`src/hw/rtl/bsp_pkg.sv`:
```
// ----------------------------------------------------------------------------
// Bencode stream parser package
// Shared types, codes and constants of the bencode tokenizer.
// ----------------------------------------------------------------------------
package bsp_pkg;

  // Default depth of the nesting stack.
  localparam int unsigned MaxDepthDef = 32;

  // Result queue depth; a power of two so that the pointers wrap freely.
  localparam int unsigned ResDepth = 4;

  // Stream and register port widths.
  localparam int unsigned TdataInW  = 8;
  localparam int unsigned TdataOutW = 72;
  localparam int unsigned TuserOutW = 4;
  localparam int unsigned PaddrW    = 3;
  localparam int unsigned PdataW    = 32;

  // Bits of a nesting stack entry.
  localparam int unsigned StkDictBit = 0;
  localparam int unsigned StkKeyBit  = 1;

  // Characters that the grammar reacts to.
  localparam logic [7:0] ChInt   = 8'h69;
  localparam logic [7:0] ChList  = 8'h6C;
  localparam logic [7:0] ChDict  = 8'h64;
  localparam logic [7:0] ChEnd   = 8'h65;
  localparam logic [7:0] ChColon = 8'h3A;
  localparam logic [7:0] ChMinus = 8'h2D;
  localparam logic [7:0] ChZero  = 8'h30;
  localparam logic [7:0] ChNine  = 8'h39;

  // Range limits, held one nibble wider than the value so that the
  // multiply-accumulate cannot wrap before the compare.
  localparam logic [67:0] IntPosMax = 68'h0_7FFF_FFFF_FFFF_FFFF;
  localparam logic [67:0] IntNegMax = 68'h0_8000_0000_0000_0000;
  localparam logic [35:0] LenMax    = 36'h0_FFFF_FFFF;

  // Register indexes (byte address bit 2).
  localparam logic RegTopMustBeDict = 1'b0;
  localparam logic RegMaxNesting    = 1'b1;

  typedef enum logic [2:0] {
    TK_INT,
    TK_STR_HDR,
    TK_STR_BYTE,
    TK_LIST_OPEN,
    TK_DICT_OPEN,
    TK_CLOSE,
    TK_ERROR
  } tok_kind_e;

  typedef enum logic [3:0] {
    ERR_UNKNOWN_TOKEN,
    ERR_BAD_INT,
    ERR_INT_TRUNC,
    ERR_BAD_STR_LEN,
    ERR_STR_TRUNC,
    ERR_LIST_OPEN,
    ERR_DICT_OPEN,
    ERR_KEY_NOT_STR,
    ERR_TOO_DEEP,
    ERR_INT_OVF,
    ERR_LEN_OVF,
    ERR_TOP_NOT_DICT
  } err_code_e;

  typedef enum logic [2:0] {
    MODE_VALUE,
    MODE_INT_START,
    MODE_INT_SIGN,
    MODE_INT_DIGITS,
    MODE_STR_LEN,
    MODE_STR_DATA
  } mode_e;

  typedef enum logic [1:0] {
    RUN_ACTIVE,
    RUN_DONE,
    RUN_ERROR
  } run_e;

  typedef struct packed {
    logic       top_must_be_dict;
    logic [5:0] max_nesting;
  } cfg_t;

  typedef struct packed {
    tok_kind_e   kind;
    logic [63:0] value;
    logic [5:0]  level;
    logic        key;
    logic        send;
    logic        top;
    logic        last;
  } token_t;

  function automatic token_t mk_tok(tok_kind_e kind, logic [63:0] value,
                                    logic [5:0] level, logic key, logic send,
                                    logic top);
    token_t t;
    t.kind  = kind;
    t.value = value;
    t.level = level;
    t.key   = key;
    t.send  = send;
    t.top   = top;
    t.last  = 1'b0;
    return t;
  endfunction

endpackage

```
`src/hw/rtl/bsp_stack_mem.sv`:
```
// ----------------------------------------------------------------------------
// Nesting stack memory
// Synchronous memory of stack entries below the top, one write and one read
// port, registered read data with write-to-read forwarding.
// ----------------------------------------------------------------------------
module bsp_stack_mem #(
  parameter int unsigned DEPTH = bsp_pkg::MaxDepthDef,
  localparam int unsigned AW = (DEPTH > 1) ? $clog2(DEPTH) : 1
) (
  input  logic          clk_i,
  input  logic          we_i,
  input  logic [AW-1:0] waddr_i,
  input  logic [1:0]    wdata_i,
  input  logic [AW-1:0] raddr_i,
  output logic [1:0]    rdata_o
);
  import bsp_pkg::*;

  logic [1:0] stk_q [DEPTH];
  logic [1:0] rdata_q;

  always_ff @(posedge clk_i) begin
    if (we_i) begin
      stk_q[waddr_i] <= wdata_i;
    end
  end

  // A write to the entry being read shows up in the same read.
  always_ff @(posedge clk_i) begin
    if (we_i && (waddr_i == raddr_i)) begin
      rdata_q <= wdata_i;
    end else begin
      rdata_q <= stk_q[raddr_i];
    end
  end

  assign rdata_o = rdata_q;

endmodule

```
`src/hw/rtl/bsp_result_fifo.sv`:
```
// ----------------------------------------------------------------------------
// Result queue
// Small register queue that takes up to two results a cycle and hands out
// one per cycle while the output is ready.
// ----------------------------------------------------------------------------
module bsp_result_fifo (
  input  logic            clk_i,
  input  logic            rst_ni,
  input  logic [1:0]      push_cnt_i,
  input  bsp_pkg::token_t push0_i,
  input  bsp_pkg::token_t push1_i,
  output logic            space_o,
  output logic            out_valid_o,
  input  logic            out_ready_i,
  output bsp_pkg::token_t out_o
);
  import bsp_pkg::*;

  localparam int unsigned PW   = $clog2(ResDepth);
  localparam int unsigned CNTW = $clog2(ResDepth + 1);

  token_t          fifo_q [ResDepth];
  logic [PW-1:0]   wptr_q, wptr_d;
  logic [PW-1:0]   rptr_q, rptr_d;
  logic [CNTW-1:0] count_q, count_d;
  logic            pop;

  assign pop         = out_valid_o && out_ready_i;
  assign out_valid_o = (count_q != '0);
  assign out_o       = fifo_q[rptr_q];
  // Room for the worst case of two results from the next item.
  assign space_o     = (count_q <= CNTW'(ResDepth - 2));

  always_comb begin
    wptr_d  = wptr_q + PW'(push_cnt_i);
    rptr_d  = rptr_q + PW'(pop);
    count_d = count_q + CNTW'(push_cnt_i) - CNTW'(pop);
  end

  always_ff @(posedge clk_i) begin
    if (push_cnt_i != 2'd0) begin
      fifo_q[wptr_q] <= push0_i;
    end
    if (push_cnt_i == 2'd2) begin
      fifo_q[wptr_q + PW'(1)] <= push1_i;
    end
  end

  always_ff @(posedge clk_i or negedge rst_ni) begin
    if (!rst_ni) begin
      wptr_q  <= '0;
      rptr_q  <= '0;
      count_q <= '0;
    end else begin
      wptr_q  <= wptr_d;
      rptr_q  <= rptr_d;
      count_q <= count_d;
    end
  end

endmodule

```
`src/hw/rtl/bsp_parse_core.sv`:
```
// ----------------------------------------------------------------------------
// Bencode parse core
// Per-byte grammar update: mode, integer and length accumulators, top of the
// nesting stack in flops and the rest in the stack memory.
// ----------------------------------------------------------------------------
module bsp_parse_core #(
  parameter int unsigned MAX_DEPTH = bsp_pkg::MaxDepthDef,
  localparam int unsigned AW = (MAX_DEPTH > 1) ? $clog2(MAX_DEPTH) : 1
) (
  input  logic            clk_i,
  input  logic            rst_ni,
  input  logic            accept_i,
  input  logic [7:0]      in_byte_i,
  input  logic            end_of_data_i,
  input  bsp_pkg::cfg_t   cfg_i,
  input  logic [1:0]      below_i,
  output logic            stk_we_o,
  output logic [AW-1:0]   stk_waddr_o,
  output logic [1:0]      stk_wdata_o,
  output logic [AW-1:0]   stk_raddr_o,
  output bsp_pkg::token_t res0_o,
  output bsp_pkg::token_t res1_o,
  output logic [1:0]      res_cnt_o
);
  import bsp_pkg::*;

  localparam int unsigned DW = $clog2(MAX_DEPTH + 1);
  localparam int unsigned CW = (DW > 6) ? DW : 6;

  mode_e         mode_q, mode_d;
  run_e          status_q, status_d;
  logic [63:0]   accum_q, accum_d;
  logic          neg_q, neg_d;
  logic [31:0]   strrem_q, strrem_d;
  logic [DW-1:0] depth_q, depth_d;
  logic          key_q, key_d;
  logic [1:0]    tos_q, tos_d;

  logic          is_dgt;
  logic [3:0]    dgt;
  logic          top_dict, key_pos, depth0, at_limit;
  logic [5:0]    mn_eff;
  logic [CW-1:0] lim_w;
  logic [67:0]   int_prod, int_lim;
  logic [35:0]   len_prod;
  logic [31:0]   rem_dec;
  logic          rem_zero, int_ovf, len_ovf;
  logic [DW-1:0] depth_inc, depth_dec;
  logic [5:0]    lvl, lvl_dec;

  logic          do_push, push_dict, do_close, do_finish, do_fail, do_digit, trunc;
  err_code_e     fail_code, tcode;
  logic          tok_v;
  token_t        tok, trunc_tok;

  // Operand preparation; all of it depends on registered state and the byte.
  always_comb begin
    is_dgt    = (in_byte_i >= ChZero) && (in_byte_i <= ChNine);
    dgt       = in_byte_i[3:0];
    depth0    = (depth_q == '0);
    top_dict  = !depth0 && tos_q[StkDictBit];
    key_pos   = top_dict && tos_q[StkKeyBit];
    mn_eff    = (cfg_i.max_nesting == 6'd0) ? 6'd1 : cfg_i.max_nesting;
    lim_w     = (CW'(mn_eff) > CW'(MAX_DEPTH)) ? CW'(MAX_DEPTH) : CW'(mn_eff);
    at_limit  = (CW'(depth_q) >= lim_w);
    int_prod  = ({4'b0, accum_q} << 3) + ({4'b0, accum_q} << 1) + 68'(dgt);
    int_lim   = neg_q ? IntNegMax : IntPosMax;
    int_ovf   = (int_prod > int_lim);
    len_prod  = ({4'b0, strrem_q} << 3) + ({4'b0, strrem_q} << 1) + 36'(dgt);
    len_ovf   = (len_prod > LenMax);
    rem_dec   = strrem_q - 32'd1;
    rem_zero  = (rem_dec == 32'd0);
    depth_inc = depth_q + DW'(1);
    depth_dec = depth_q - DW'(1);
    lvl       = 6'(depth_q);
    lvl_dec   = 6'(depth_dec);
  end

  always_comb begin
    mode_d    = mode_q;
    status_d  = status_q;
    accum_d   = accum_q;
    neg_d     = neg_q;
    strrem_d  = strrem_q;
    depth_d   = depth_q;
    key_d     = key_q;
    tos_d     = tos_q;
    do_push   = 1'b0;
    push_dict = 1'b0;
    do_close  = 1'b0;
    do_finish = 1'b0;
    do_fail   = 1'b0;
    do_digit  = 1'b0;
    fail_code = ERR_UNKNOWN_TOKEN;
    tok_v     = 1'b0;
    tok       = mk_tok(TK_INT, 64'd0, lvl, 1'b0, 1'b0, 1'b0);
    trunc     = 1'b0;
    tcode     = ERR_LIST_OPEN;
    trunc_tok = mk_tok(TK_ERROR, 64'd0, lvl, 1'b0, 1'b0, 1'b0);

    if (accept_i && (status_q == RUN_ACTIVE)) begin
      unique case (mode_q)
        MODE_VALUE: begin
          if (depth0 && cfg_i.top_must_be_dict && (in_byte_i != ChDict)) begin
            do_fail   = 1'b1;
            fail_code = ERR_TOP_NOT_DICT;
          end else if (key_pos) begin
            if (in_byte_i == ChEnd) begin
              do_close = 1'b1;
            end else if (is_dgt) begin
              strrem_d = 32'(dgt);
              key_d    = 1'b1;
              mode_d   = MODE_STR_LEN;
            end else if ((in_byte_i == ChInt) || (in_byte_i == ChList) ||
                         (in_byte_i == ChDict)) begin
              do_fail   = 1'b1;
              fail_code = ERR_KEY_NOT_STR;
            end else begin
              do_fail   = 1'b1;
              fail_code = ERR_UNKNOWN_TOKEN;
            end
          end else if ((in_byte_i == ChEnd) && !depth0 && !top_dict) begin
            do_close = 1'b1;
          end else if (in_byte_i == ChInt) begin
            mode_d  = MODE_INT_START;
            accum_d = 64'd0;
            neg_d   = 1'b0;
          end else if ((in_byte_i == ChList) || (in_byte_i == ChDict)) begin
            if (at_limit) begin
              do_fail   = 1'b1;
              fail_code = ERR_TOO_DEEP;
            end else begin
              do_push   = 1'b1;
              push_dict = (in_byte_i == ChDict);
            end
          end else if (is_dgt) begin
            strrem_d = 32'(dgt);
            key_d    = 1'b0;
            mode_d   = MODE_STR_LEN;
          end else begin
            do_fail   = 1'b1;
            fail_code = ERR_UNKNOWN_TOKEN;
          end
        end
        MODE_INT_START: begin
          if (in_byte_i == ChMinus) begin
            neg_d  = 1'b1;
            mode_d = MODE_INT_SIGN;
          end else if (is_dgt) begin
            do_digit = 1'b1;
          end else begin
            do_fail   = 1'b1;
            fail_code = ERR_BAD_INT;
          end
        end
        MODE_INT_SIGN: begin
          if (is_dgt) begin
            do_digit = 1'b1;
          end else begin
            do_fail   = 1'b1;
            fail_code = ERR_BAD_INT;
          end
        end
        MODE_INT_DIGITS: begin
          if (is_dgt) begin
            do_digit = 1'b1;
          end else if (in_byte_i == ChEnd) begin
            tok_v     = 1'b1;
            tok       = mk_tok(TK_INT, neg_q ? (64'd0 - accum_q) : accum_q, lvl,
                               1'b0, 1'b0, depth0);
            do_finish = 1'b1;
          end else begin
            do_fail   = 1'b1;
            fail_code = ERR_BAD_INT;
          end
        end
        MODE_STR_LEN: begin
          if (is_dgt) begin
            if (len_ovf) begin
              do_fail   = 1'b1;
              fail_code = ERR_LEN_OVF;
            end else begin
              strrem_d = len_prod[31:0];
            end
          end else if (in_byte_i == ChColon) begin
            tok_v = 1'b1;
            tok   = mk_tok(TK_STR_HDR, 64'(strrem_q), lvl, key_q,
                           strrem_q == 32'd0, (strrem_q == 32'd0) && depth0);
            if (strrem_q == 32'd0) begin
              do_finish = 1'b1;
            end else begin
              mode_d = MODE_STR_DATA;
            end
          end else begin
            do_fail   = 1'b1;
            fail_code = ERR_BAD_STR_LEN;
          end
        end
        MODE_STR_DATA: begin
          strrem_d  = rem_dec;
          tok_v     = 1'b1;
          tok       = mk_tok(TK_STR_BYTE, 64'(in_byte_i), lvl, key_q, rem_zero,
                             rem_zero && depth0);
          do_finish = rem_zero;
        end
        default: begin
          do_fail   = 1'b1;
          fail_code = ERR_UNKNOWN_TOKEN;
        end
      endcase

      if (do_digit) begin
        if (int_ovf) begin
          do_fail   = 1'b1;
          fail_code = ERR_INT_OVF;
        end else begin
          accum_d = int_prod[63:0];
          mode_d  = MODE_INT_DIGITS;
        end
      end

      // Pop: the entry below becomes the new top, taken from the memory's
      // registered read port.
      if (do_close) begin
        depth_d   = depth_dec;
        tos_d     = below_i;
        tok_v     = 1'b1;
        tok       = mk_tok(TK_CLOSE, 64'd0, lvl_dec, 1'b0, 1'b0, depth_dec == '0);
        do_finish = 1'b1;
      end

      if (do_push) begin
        tok_v   = 1'b1;
        tok     = mk_tok(push_dict ? TK_DICT_OPEN : TK_LIST_OPEN, 64'd0, lvl,
                         1'b0, 1'b0, 1'b0);
        tos_d   = {push_dict, push_dict};
        depth_d = depth_inc;
      end

      // A finished value ends the run at depth zero, else flips dict key/value.
      if (do_finish) begin
        mode_d = MODE_VALUE;
        key_d  = 1'b0;
        if (depth_d == '0) begin
          status_d = RUN_DONE;
        end else if (tos_d[StkDictBit]) begin
          tos_d[StkKeyBit] = ~tos_d[StkKeyBit];
        end
      end

      if (do_fail) begin
        tok_v    = 1'b1;
        tok      = mk_tok(TK_ERROR, 64'(fail_code), lvl, 1'b0, 1'b0, 1'b0);
        status_d = RUN_ERROR;
      end

      if ((status_d == RUN_ACTIVE) && end_of_data_i) begin
        trunc = 1'b1;
        unique case (mode_d)
          MODE_INT_START, MODE_INT_SIGN, MODE_INT_DIGITS: tcode = ERR_INT_TRUNC;
          MODE_STR_LEN:  tcode = ERR_BAD_STR_LEN;
          MODE_STR_DATA: tcode = ERR_STR_TRUNC;
          default: begin
            tcode = ((depth_d != '0) && tos_d[StkDictBit]) ? ERR_DICT_OPEN
                                                          : ERR_LIST_OPEN;
          end
        endcase
        trunc_tok = mk_tok(TK_ERROR, 64'(tcode), 6'(depth_d), 1'b0, 1'b0, 1'b0);
      end
    end

    // The last byte of a buffer returns the parse state to its reset value.
    if (accept_i && end_of_data_i) begin
      mode_d   = MODE_VALUE;
      status_d = RUN_ACTIVE;
      accum_d  = 64'd0;
      neg_d    = 1'b0;
      strrem_d = 32'd0;
      depth_d  = '0;
      key_d    = 1'b0;
    end
  end

  // Results of this byte, the second one only for a truncation.
  always_comb begin
    res0_o    = tok_v ? tok : trunc_tok;
    res1_o    = trunc_tok;
    res_cnt_o = {tok_v & trunc, tok_v ^ trunc};
    if (tok_v && trunc) begin
      res1_o.last = 1'b1;
    end else begin
      res0_o.last = 1'b1;
    end
  end

  // A push spills the old top into the memory; the read port always fetches
  // the entry below the next top so that a pop in the next cycle finds it.
  assign stk_we_o    = do_push && !depth0;
  assign stk_waddr_o = AW'(depth_dec);
  assign stk_wdata_o = tos_q;
  assign stk_raddr_o = AW'(depth_d - DW'(2));

  always_ff @(posedge clk_i) begin
    tos_q <= tos_d;
  end

  always_ff @(posedge clk_i or negedge rst_ni) begin
    if (!rst_ni) begin
      mode_q   <= MODE_VALUE;
      status_q <= RUN_ACTIVE;
      accum_q  <= 64'd0;
      neg_q    <= 1'b0;
      strrem_q <= 32'd0;
      depth_q  <= '0;
      key_q    <= 1'b0;
    end else begin
      mode_q   <= mode_d;
      status_q <= status_d;
      accum_q  <= accum_d;
      neg_q    <= neg_d;
      strrem_q <= strrem_d;
      depth_q  <= depth_d;
      key_q    <= key_d;
    end
  end

endmodule

```
`src/hw/rtl/bencode_stream_parser_top.sv`:
```
// ----------------------------------------------------------------------------
// Bencode stream parser
// Byte-serial bencode tokenizer with a bounded nesting stack, a result queue
// and a small register port.
// ----------------------------------------------------------------------------
//
// Channel   Dir  Handshake          Contents
// s_axis    in   tvalid/tready      tdata[7:0] in_byte, tlast end_of_data
// m_axis    out  tvalid/tready      tdata value/level/string_end/top_complete,
//                                   tuser kind/is_dict_key, tlast last_result
// apb       in   psel/penable/pready register 0 top_must_be_dict,
//                                   register 1 max_nesting
//
// Every byte is parsed in the cycle it is accepted, so a new byte can be
// taken every clock. A byte gives at most two results; they go into a
// four-entry result queue, and the input is ready while the queue has room
// for two. The output drains one result per cycle, which sets the rate when
// bytes give two results or the output stalls. The nesting stack keeps its
// top entry in flops and the rest in a memory with a registered read; the
// entry under the top is always prefetched, so a close in one cycle and
// another in the next need no wait. After reset the block is ready at once:
// the stack memory needs no clearing because the depth count starts at zero.
// ----------------------------------------------------------------------------
module bencode_stream_parser_top #(
  parameter int unsigned MAX_DEPTH = bsp_pkg::MaxDepthDef
) (
  input  logic                           clk_i,
  input  logic                           rst_ni,
  // Input stream.
  input  logic                           s_axis_tvalid,
  output logic                           s_axis_tready,
  input  logic [bsp_pkg::TdataInW-1:0]   s_axis_tdata,   // [7:0] in_byte
  input  logic                           s_axis_tlast,   // end_of_data
  // Result stream.
  output logic                           m_axis_tvalid,
  input  logic                           m_axis_tready,
  output logic [bsp_pkg::TdataOutW-1:0]  m_axis_tdata,   // [63:0] token_value,
                                                         // [69:64] nest_level,
                                                         // [70] string_end,
                                                         // [71] top_complete
  output logic [bsp_pkg::TuserOutW-1:0]  m_axis_tuser,   // [2:0] token_kind,
                                                         // [3] is_dict_key
  output logic                           m_axis_tlast,   // last_result
  // Register port.
  input  logic                           psel,
  input  logic                           penable,
  input  logic                           pwrite,
  input  logic [bsp_pkg::PaddrW-1:0]     paddr,
  input  logic [bsp_pkg::PdataW-1:0]     pwdata,
  output logic [bsp_pkg::PdataW-1:0]     prdata,
  output logic                           pready
);
  import bsp_pkg::*;

  localparam int unsigned AW = (MAX_DEPTH > 1) ? $clog2(MAX_DEPTH) : 1;

  cfg_t          cfg_q, cfg_d;
  logic          cfg_wr;
  logic          accept;
  logic          stk_we;
  logic [AW-1:0] stk_waddr, stk_raddr;
  logic [1:0]    stk_wdata, stk_rdata;
  token_t        res0, res1, res_out;
  logic [1:0]    res_cnt;

  // Registers are written in the access phase; pready is always high, so
  // the low address bits are not decoded and bit 2 picks the register.
  assign pready = 1'b1;
  assign cfg_wr = psel && penable && pwrite && pready;

  always_comb begin
    cfg_d = cfg_q;
    if (cfg_wr) begin
      unique case (paddr[2])
        RegTopMustBeDict: cfg_d.top_must_be_dict = pwdata[0];
        RegMaxNesting:    cfg_d.max_nesting      = pwdata[5:0];
        default:          cfg_d                  = cfg_q;
      endcase
    end
  end

  always_comb begin
    unique case (paddr[2])
      RegTopMustBeDict: prdata = PdataW'(cfg_q.top_must_be_dict);
      RegMaxNesting:    prdata = PdataW'(cfg_q.max_nesting);
      default:          prdata = '0;
    endcase
  end

  always_ff @(posedge clk_i or negedge rst_ni) begin
    if (!rst_ni) begin
      cfg_q.top_must_be_dict <= 1'b0;
      cfg_q.max_nesting      <= 6'd32;
    end else begin
      cfg_q <= cfg_d;
    end
  end

  assign accept = s_axis_tvalid && s_axis_tready;

  bsp_parse_core #(
    .MAX_DEPTH (MAX_DEPTH)
  ) u_core (
    .clk_i         (clk_i),
    .rst_ni        (rst_ni),
    .accept_i      (accept),
    .in_byte_i     (s_axis_tdata),
    .end_of_data_i (s_axis_tlast),
    .cfg_i         (cfg_q),
    .below_i       (stk_rdata),
    .stk_we_o      (stk_we),
    .stk_waddr_o   (stk_waddr),
    .stk_wdata_o   (stk_wdata),
    .stk_raddr_o   (stk_raddr),
    .res0_o        (res0),
    .res1_o        (res1),
    .res_cnt_o     (res_cnt)
  );

  bsp_stack_mem #(
    .DEPTH (MAX_DEPTH)
  ) u_stack (
    .clk_i   (clk_i),
    .we_i    (stk_we),
    .waddr_i (stk_waddr),
    .wdata_i (stk_wdata),
    .raddr_i (stk_raddr),
    .rdata_o (stk_rdata)
  );

  bsp_result_fifo u_results (
    .clk_i       (clk_i),
    .rst_ni      (rst_ni),
    .push_cnt_i  (res_cnt),
    .push0_i     (res0),
    .push1_i     (res1),
    .space_o     (s_axis_tready),
    .out_valid_o (m_axis_tvalid),
    .out_ready_i (m_axis_tready),
    .out_o       (res_out)
  );

  // Output packing, highest field first.
  assign m_axis_tdata = {res_out.top, res_out.send, res_out.level, res_out.value};
  assign m_axis_tuser = {res_out.key, res_out.kind};
  assign m_axis_tlast = res_out.last;

  // An item that produced results makes a result available next cycle.
  assert property (@(posedge clk_i) disable iff (!rst_ni)
    (accept && (res_cnt != 2'd0)) |=> m_axis_tvalid)
    else $error("results of an accepted item did not reach the output");

  // The input only stalls while results are waiting in the queue.
  assert property (@(posedge clk_i) disable iff (!rst_ni)
    !s_axis_tready |-> m_axis_tvalid)
    else $error("input stalled with an empty result queue");

  // An error token always ends the results of its item.
  assert property (@(posedge clk_i) disable iff (!rst_ni)
    (m_axis_tvalid && (m_axis_tuser[2:0] == TK_ERROR)) |-> m_axis_tlast)
    else $error("error token not marked as the last result");

endmodule
```
`config.mk`:
```
export PLATFORM = sky130hd
export DESIGN_NAME = bencode_stream_parser_top
export DESIGN_NICKNAME = d
export VERILOG_FILES = /design/src/hw/rtl/bsp_pkg.sv /design/src/hw/rtl/bsp_stack_mem.sv /design/src/hw/rtl/bsp_result_fifo.sv /design/src/hw/rtl/bsp_parse_core.sv /design/src/hw/rtl/bencode_stream_parser_top.sv
export SDC_FILE = /design/constraint.sdc
export NUM_CORES = 1
export LEC_CHECK = 0
export ABC_CLOCK_PERIOD_IN_PS = 8300
export BUFFER_PORTS_ARGS = -buffer_cell sky130_fd_sc_hd__buf_4
export CORE_MARGIN = 1.5
export CORE_UTILIZATION = 59
export DETAILED_ROUTE_END_ITERATION = 16
export PLACE_DENSITY = 0.77
export SKIP_LAST_GASP = 1
export SLEW_MARGIN = 20
export SYNTH_ARGS = -nofsm -noshare
export SYNTH_HDL_FRONTEND = slang
export SYNTH_SLANG_ARGS = --single-unit
```
`constraint.sdc`:
```
create_clock -name clk_i -period 8.3 [get_ports clk_i]
set_clock_uncertainty 0.15 [all_clocks]
set_input_delay 1.245 -clock clk_i [delete_from_list [all_inputs] [get_ports clk_i]]
set_output_delay 1.245 -clock clk_i [all_outputs]
set_load 0.05 [all_outputs]
```
==> flow_metrics.env <==
export IMPL_grt_pass1_vias=27983
export IMPL_vdd_ir_drop_max_mv=0.179
export IMPL_clock_fmax_ghz=0.125
export IMPL_drtPass1Iterations=6
export IMPL_yosys_area_top_type="dfxtp_1"
export IMPL_synth_avg_cell_area_um2=9.57
export IMPL_worst_pin_slew_ns=1.10
export IMPL_start_util_pct=59.8
export IMPL_start_kind="input port"
export IMPL_die_h_um=237
export IMPL_synth_seq_area_share_pct=36.3
export IMPL_min_path_type="register to register"
export IMPL_nets=3844
export IMPL_final_hold_viol_count=0
export IMPL_place_congestion=0.990
export IMPL_synth_seq_cells=502
export IMPL_ant_nets=0
export IMPL_ctsResizeCount=0
export IMPL_post_route_period_util_pct=96.2
export IMPL_drt_first_iter_violations=3025
export IMPL_htree_levels=2
export IMPL_vias=28953
export IMPL_overflow=0
export IMPL_post_cts_buffers=0
export IMPL_wl_um=100000
export IMPL_synth_edf_count=106
export IMPL_syn_to_final_growth_pct=13.2
export IMPL_cts_root_buffer="clkbuf_16"
export IMPL_io_buffers=107
export IMPL_die_area_um2=56200
export IMPL_yosysWarnings=0
export IMPL_grt_total_usage_pct=35.3
export IMPL_core_area_um2=54000
export IMPL_critPathRequiredTime_ns=8.68
export IMPL_crit_family="compound AO/OA/AOI/OAI gates"
export IMPL_dpl_worst_slack_ns=-0.539
export IMPL_hpwl_um=73600
export IMPL_setup_viol=0
export IMPL_cp_end_kind="register"
export IMPL_grt_pass1_wl_um=158000
export IMPL_power_total_w=0.00654
export IMPL_drt_wirelength_per_cell_um=23.6
export IMPL_drv_slew=0
export IMPL_rows=85
export IMPL_post_route_util_pct=67.7
export IMPL_status="finished clean"
export IMPL_crit_path_frequent_cell="buf_4"
export IMPL_crit_buf_inv=8
export IMPL_power_density_nw_per_um2=179
export IMPL_p_leak_nw=15.8
export IMPL_min_period_ns=7.99
export IMPL_rsz0062_at_grt="false"
export IMPL_synthFlopType="dfxtp_1"
export IMPL_clk_pin_slew_worst_paths_ns=0.07
export IMPL_cts_hold_fix_buffers=0
export IMPL_cts_tree="built"
export IMPL_die_w_um=237
export IMPL_clk_path_buf_depth=3
export IMPL_final_cells=4249
export IMPL_crit_fanout=10
export IMPL_slowest_stage="fa_1"
export IMPL_ys_types=99
export IMPL_async_flop_share_pct=24.5
export IMPL_synthCells=3377
export IMPL_placed_cells=4150
export IMPL_route_detailed_drc=0
export IMPL_syn_cell_area_um2=32300
export IMPL_cap_violations=0
export IMPL_grt_start_max_net_pins=70
export IMPL_yosysMostFrequentCell="nand2_1"
export IMPL_cts_inserted_buffers=52
export IMPL_synth_top_cells_by_count="298 x nand2_1, 278 x ha_1, 275 x a22o_1, 273 x dfxtp_1, 255 x o21ai_0"
export IMPL_tns_ns=0
export IMPL_vias_per_cell=6.81
export IMPL_antenna_found_initial=0
export IMPL_clock_sinks=502
export IMPL_synth_area_top_cells="dfxtp_1 17%, ha_1 11%, edfxtp_1 9.8%"
export IMPL_arrival_ns=8.36
export IMPL_setup_slack_ns=0.313
export IMPL_synth_top_area_share_pct=16.9
export IMPL_ios=163
export IMPL_drive_above_1_share_pct=15.1
export IMPL_relSlewSlack_pct=25.7
export IMPL_cpPeakStageDelay_ns=0.56
export IMPL_clk_latency_ns=0.63
export IMPL_worst_setup_path_type="input port to register"
-- routing by layer --
layer	global-route usage, %	routed length, µm
met5	0	0
met4	12.8	3540
met2	54.6	44700
met1	50.0	43400
met3	5.71	8800
-- registers in the layout, indices dropped and copies added (netlist names), named ones only --
name / count
u_stack.stk_q: 64
u_core.stk_wdata_o: 2
cfg_q: 7
u_results.count_q: 3
u_core.accum_q: 64
u_core.depth_q: 6
u_results.fifo_q: 308
u_core.strrem_q: 32
u_core.key_q: 1
u_core.status_q: 2
u_results.wptr_q: 2
u_core.neg_q: 1
u_core.mode_q: 3
u_results.rptr_q: 2
-- cell usage in the layout (no fill, tap or decap), types with 15 or more instances in the layout --
cell       instances
nand2_1          298
ha_1             278
a22o_1           275
dfxtp_1          272
buf_4            264
o21ai_0          254
nor2_1           211
a21oi_1          209
dfrtp_1          119
edfxtp_1         106
xor2_1            99
mux4_2            97
xnor2_1           72
inv_1             71
nor3_1            70
nand3_1           56
nand4_1           54
clkbuf_16         53
a21o_1            39
o22ai_1           38
or3_1             34
o31ai_1           34
conb_1            27
a31oi_1           26
a211oi_1          24
a22oi_1           24
o211ai_1          23
o21a_1            23
buf_12            22
o21bai_1          21
nor4_1            21
nand2b_1          19
and2_1            19
or4_1             18
and3_1            15
-- logic make-up after synthesis --
logic type / synth area share [%]
other: 0.0232
AOI/OAI and AO/OA: 23.5
and+or+nand+nor: 13.3
buffers and inverters: 3.96
xor gates and xnor gates: 4.63
adders and majority gates: 11.1
DFF: 36.3
muxes: 7.22
-- worst paths after layout --
kind | from | endpoint | slack (ns) | depth (start not counted)
min in group asynchronous | rst_ni | u_core.accum_q[45] | 0.43 | 1
max reg2reg | u_core.accum_q[35] | u_results.fifo_q[0][18] | 0.39 | 31
max in group asynchronous | rst_ni | u_results.rptr_q[1] | 6.05 | 2
min reg2reg | u_results.fifo_q[3][2] | u_results.fifo_q[3][2] | 0.31 | 2
max | s_axis_tdata[3] | u_results.fifo_q[0][18] | 0.31 | 32
min | u_results.fifo_q[3][2] | u_results.fifo_q[3][2] | 0.31 | 2
-- through the flow --
step	area [µm²]	hold slack [ns]
after floorplan	32400	0.270
final	36600	0.305
after global placement	34800	0.279
after CTS	36500	0.303
after detailed placement	34800	0.288
after global routing	36600	0.332
-- report_power, final --
part           switching (W)  internal (W)  total, W
sequential          0.000183       0.00258   0.00276
clock                0.00104       0.00132   0.00236
combinational       0.000873      0.000538   0.00141
total                0.00210       0.00444   0.00654
-- final cells by class --
class,instances,area [µm²]
Sequential cell,502,11700
Multi-Input combinational cell,2591,19500
Antenna cell,1,2.50
Timing Repair Buffer,290,2470
Clock inverter,20,196
Tap cell,696,871
Fill cell,4268,17400
Inverter,73,274
Clock buffer,76,1520
-- worst register-to-register path, delay by kind of cell, from the launching register on --
family	cells	cell delay [ns]
compound gates	6	1.33
xor+xnor	1	0.19
fa+ha+maj	4	1.35
buf+inv	8	1.34
flops	1	0.49
simple gates	12	2.96
Power figures use the tool's default switching activity.
